[src/tkc_pkg.sv]
// Types and constants of the two-key chain block.
// Used by the cell and the top level; depends on nothing.
package tkc_pkg;

  localparam int unsigned KEY_W   = 16;
  localparam int unsigned ID_W    = 10;
  localparam int unsigned IDX_W   = 7;   // index or length, holds up to 127
  localparam int unsigned POS_W   = 6;   // position in a store of up to 64

  localparam logic [IDX_W-1:0] NO_PRED = 7'h7F;

  // Store write broadcast to all cells
  typedef struct packed {
    logic             en;
    logic [IDX_W-1:0] idx;
    logic [KEY_W-1:0] weight;
    logic [KEY_W-1:0] iq;
    logic [ID_W-1:0]  ident;
  } wr_t;

  // Search token, moves toward higher cell indexes
  typedef struct packed {
    logic             valid;
    logic [IDX_W-1:0] target;
    logic [KEY_W-1:0] weight;
    logic [KEY_W-1:0] iq;
    logic [IDX_W-1:0] len;
    logic [IDX_W-1:0] pred;
  } fwd_tok_t;

  // Backtrace token, moves toward lower cell indexes
  typedef struct packed {
    logic             valid;
    logic [IDX_W-1:0] wanted;
  } back_tok_t;

  // Per-cell report to the controller
  typedef struct packed {
    logic             done;
    logic [IDX_W-1:0] len;
    logic             push;
    logic [ID_W-1:0]  ident;
  } cell_rpt_t;

  typedef enum logic [2:0] {
    ST_IDLE,
    ST_SEARCH,
    ST_BACK,
    ST_EMIT_RD,
    ST_EMIT_HOLD
  } state_t;

endpackage

[src/tkc_cell.sv]
// One cell of the chain: holds one stored item with its chain length and
// predecessor, updates passing search and backtrace tokens. Uses tkc_pkg.
module tkc_cell (
  input  logic                           clk,
  input  logic                           rst_n,
  input  logic [tkc_pkg::IDX_W-1:0]      cell_idx,
  input  tkc_pkg::wr_t                   wr,
  input  tkc_pkg::fwd_tok_t              fwd_in,
  output tkc_pkg::fwd_tok_t              fwd_out,
  input  tkc_pkg::back_tok_t             back_in,
  output tkc_pkg::back_tok_t             back_out,
  output tkc_pkg::cell_rpt_t             rpt
);
  import tkc_pkg::*;

  logic [KEY_W-1:0] weight_r;
  logic [KEY_W-1:0] iq_r;
  logic [ID_W-1:0]  ident_r;
  logic [IDX_W-1:0] len_r;
  logic [IDX_W-1:0] pred_r;

  fwd_tok_t  fwd_nxt;
  back_tok_t back_nxt;
  fwd_tok_t  fwd_r;
  back_tok_t back_r;
  logic      is_target;
  logic      is_wanted;

  assign is_target = fwd_in.valid && (fwd_in.target == cell_idx);
  assign is_wanted = back_in.valid && (back_in.wanted == cell_idx);

  // Update the passing tokens against this cell's item
  always_comb begin
    fwd_nxt  = fwd_in;
    back_nxt = back_in;
    rpt      = '0;
    if (is_target) begin
      rpt.done      = 1'b1;
      rpt.len       = fwd_in.len;
      fwd_nxt.valid = 1'b0;
    end else if (fwd_in.valid) begin
      if ((fwd_in.weight > weight_r) && (fwd_in.iq < iq_r) &&
          (fwd_in.len < len_r + IDX_W'(1))) begin
        fwd_nxt.len  = len_r + IDX_W'(1);
        fwd_nxt.pred = cell_idx;
      end
    end
    if (is_wanted) begin
      rpt.push        = 1'b1;
      rpt.ident       = ident_r;
      back_nxt.wanted = pred_r;
    end
  end

  // Store the item and, when the search ends here, its result
  always_ff @(posedge clk) begin
    if (wr.en && (wr.idx == cell_idx)) begin
      weight_r <= wr.weight;
      iq_r     <= wr.iq;
      ident_r  <= wr.ident;
    end
    if (is_target) begin
      len_r  <= fwd_in.len;
      pred_r <= fwd_in.pred;
    end
  end

  // Advance the tokens to the neighbors
  always_ff @(posedge clk) begin
    if (!rst_n) begin
      fwd_r  <= '0;
      back_r <= '0;
    end else begin
      fwd_r  <= fwd_nxt;
      back_r <= back_nxt;
    end
  end

  assign fwd_out  = fwd_r;
  assign back_out = back_r;

endmodule

[config.mk]
export PLATFORM = sky130hd
export DESIGN_NAME = tkc_cell
export DESIGN_NICKNAME = d
export VERILOG_FILES = /design/src/tkc_pkg.sv /design/src/tkc_cell.sv
export SDC_FILE = /design/constraint.sdc
export NUM_CORES = 1
export LEC_CHECK = 0
export ABC_AREA = 1
export ABC_CLOCK_PERIOD_IN_PS = 14500
export BUFFER_PORTS_ARGS = -buffer_cell sky130_fd_sc_hd__buf_2
export CELL_PAD_IN_SITES_DETAIL_PLACEMENT = 0
export CELL_PAD_IN_SITES_GLOBAL_PLACEMENT = 2
export CORE_UTILIZATION = 30
export CTS_CLUSTER_SIZE = 25
export DETAILED_ROUTE_END_ITERATION = 12
export PLACE_DENSITY_LB_ADDON = 0.15
export SYNTH_ARGS = -nofsm -noshare
export SYNTH_HDL_FRONTEND = slang
export SYNTH_SLANG_ARGS = --single-unit
[constraint.sdc]
create_clock -name clk -period 14.5 [get_ports clk]
set_clock_uncertainty 0.1 [all_clocks]
set_input_delay 0 -clock clk [delete_from_list [all_inputs] [get_ports clk]]
set_output_delay 0 -clock clk [all_outputs]
set_load 0.03 [all_outputs]
==> flow_summary.ini <==
[synthesis]
ys_types = 32
ys_warn_count = 0
avgSynthCellArea_um2 = 9.073
synth_cells = 576
ys_seq_elements = 118
yosysTopAreaCell = edfxtp_1
synth-seq-area-share_pct = 55.93
netlist_area_um2 = 5226
yosysTopAreaCellShare_pct = 32.18
synthesis.nets = 735
synth_area_leaders = edfxtp_1 32%, dfxtp_1 24%, inv_1 9.3%

[cells_and_area]
fin_cells = 1130
final_cell_mix = 201 x buf_2, 129 x inv_1, 121 x nand2_1, 111 x dlygate4sd3_1, 67 x nor2_1
fillers = 1712
final_util_pct = 48.23
antenna_cells = 0
drive_gt1_share_pct = 27.91
layout_commonest_cell = buf_2
syn2layout_area_growth_pct = 55.21
fin_area_um2 = 8112
nets = 1056

[worst_setup_path]
worstSetupStartpointType = flip-flop
cp_max_fo = 26
crit_arrival_ns = 3.15
worst_ep_required_time_ns = 14.70
critPathMaxStageDelay_ns = 0.42
crit_type = flip-flop to flip-flop
path_cells = ha_1, nand3_1, nand3b_1, xor2_1, inv_1, ha_1, nand2_1, nand2_1, nor2_1, nand3_1, nor2_1, nand3_4, nor2_4, nand3_4, nor2_1, nor2_1
cp_common_cell = nor2_1
critPathCaptureType = flip-flop
critPathSlowestCell = edfxtp_1

[floorplanning]
initial_core_util_pct = 31.07
die_w_um = 134.0
dieHeight_um = 134.0
ioPinCount = 202
rows = 47
die_area_um2 = 17950
core_area_um2 = 16820

[power]
p_seq_share_pct = 42.5
p_sw_uw = 206.1
p_int_uw = 647.4
power_density_nw_per_um2 = 105.2
pwr-share-comb_pct = 13.2
switching_share_pct = 24.15
peakVddDrop_uv = 76.92
p_leak_uw = 0.004374
p_clk_share_pct = 44.4

[clock_tree]
cts_tree = done
cts_inserted_buffers = 17
cts_sinks = 118
clk_pin_slew_ns = 0.05
ctsRootBufferMaster = clkbuf_16
cts_max_level = 4
clk_latency_ns = 0.41
cts_resized = 0
clock_tree.buffer_depth = 2

[grt]
gr-total-overflow = 0
use_met3_pct = 4.989
grtUsageMet2_pct = 26.86
grt_usage_pct = 16.17
grt_pass1_vias = 4557
grt.busiest_layer = met2
grt_max_degree = 63
antenna_found_initial = 0
grtUsageMet1_pct = 19.94
grt_pass1_wl_um = 22070

[drt]
wl_per_cell_um = 12.17
drt_wl_total_um = 13750
drt-initial-drc-count = 153
drt_pass1_iterations = 4
drtAntennaViolNets = 0
vias = 4565
routed_via_density = 4.040
drc = 0

[hold_path]
hold_path.class = input pin to flip-flop

[placed_design]
postPlaceCellArea_um2 = 6464
numPortBuffers = 201
gp_congestion = 0.7612
dp.cells = 987
hpwlAfterDp_um = 9898

[sta]
hold_violations = 0
worstMarginPinSlew_ns = 0.7075
setup_viol = 0
hold_ws_ns = 0.1447
max_freq_mhz = 338.6
rsz0062_at_grt = no
relSlewSlack_pct = 52.83
period_needed_ns = 2.954
maxSlewViolCount = 0
finalSetupTns_ns = 0
post-route-period-util_pct = 20.37

[outcome]
status = finished, final reports clean

[run]
max_cap_viol_count = 0
==> critical path, delay by kind of cell, from the launching register on <==
kind	cells	cell delay, ns
buffers and inverters	1	0.07
XOR/XNOR	1	0.19
AND/OR/NAND/NOR	12	1.53
adder cells (fa/ha/maj)	2	0.53
flip-flops	1	0.42
==> sequential cells by signal, indices dropped and copies added (netlist names) <==
name      flops
weight_r     16
ident_r      10
len_r         7
fwd_out      54
back_out      8
pred_r        7
iq_r         16
==> power groups by stage <==
| stage | logic (µW) | clock network, µW | registers [µW] |
|---|---|---|---|
| 2_1_floorplan | 30.7 | 0 | 390 |
| 3_3_place_gp | 88.9 | 0 | 369 |
| 3_5_place_dp | 89.9 | 0 | 369 |
| 4_1_cts | 114 | 391 | 362 |
| 5_1_grt | 125 | 409 | 363 |
| 6_report | 112 | 379 | 362 |
==> routing by layer <==
metal / vias up / part of all wire [%]
met5: - / 0
met4: 0 / 0.91
met3: 12 / 5.6
met2: 127 / 47
met1: 2013 / 46
li1: 2413 / -
==> kinds of logic after synthesis <==
family                     Yosys count  synth area share (%)
AOI/OAI and AO/OA                   42                 4.501
xor gates and xnor gates            10                 1.676
adders and majority gates           38                 9.098
buffers and inverters              148                 11.01
DFF                                118                 55.93
and+or+nand+nor                    220                 17.79
==> path summary, 6_finish.rpt <==
path,start,end,slack (ns),cells past startpoint
min,rst_n,fwd_out[17]$_SDFF_PN0_,0.14,4
max,len_r[0]$_DFFE_PP_,fwd_out[7]$_SDFF_PN0_,11.55,16
min reg2reg,pred_r[6]$_DFFE_PP_,back_out[6]$_SDFF_PN0_,0.40,2
max reg2reg,len_r[0]$_DFFE_PP_,fwd_out[7]$_SDFF_PN0_,11.55,16
==> final cells by class <==
type	instances	area, µm²	area share (%)
clock buffers	24	493.0	6.077
flip-flops and latches	118	2923	36.03
repair buffers	314	2132	26.28
inverters	136	510.5	6.293
clock inverters	8	43.79	0.5399
well taps	220	275.3	3.393
multi-input cells	310	1734	21.38
==> repair_timing <==
action | 4_1_cts | 5_1_grt
hold buffers | 111 | 0
endpoints found under the hold margin | 118 | 0
setup buffers | 0 | 0
==> cell usage after synthesis <==
cell type and number:
ha_1 38, o21ai_2 1, nor4_1 3, nor2_1 67, buf_6 1, nor2_2 3
o21ai_0 17, xnor2_1 1, dfxtp_1 62, edfxtp_1 56, nand2_4 1, nor2_4 1
inv_1 129, nand3b_1 2, nand2_1 121, buf_4 3, o2111ai_1 1, clkbuf_1 7
buf_2 1, clkinv_1 1, nand3_1 9, xor2_1 9, o21a_1 2, a221o_1 1
a21oi_1 17, nand4_1 3, inv_2 6, nand2_2 8, nand3_4 2, o211ai_1 1
a21boi_0 1, o21bai_1 1
==> per-stage QoR <==
stage,setup WS (ns),total power (µW)
after floorplan,9.468,420.4
after global placement,11.64,458.1
after detailed placement,11.54,459.2
after CTS,11.54,867.2
after global routing,11.20,896.6
final,11.55,853.4
No activity file was read; power rests on OpenSTA's default activity.
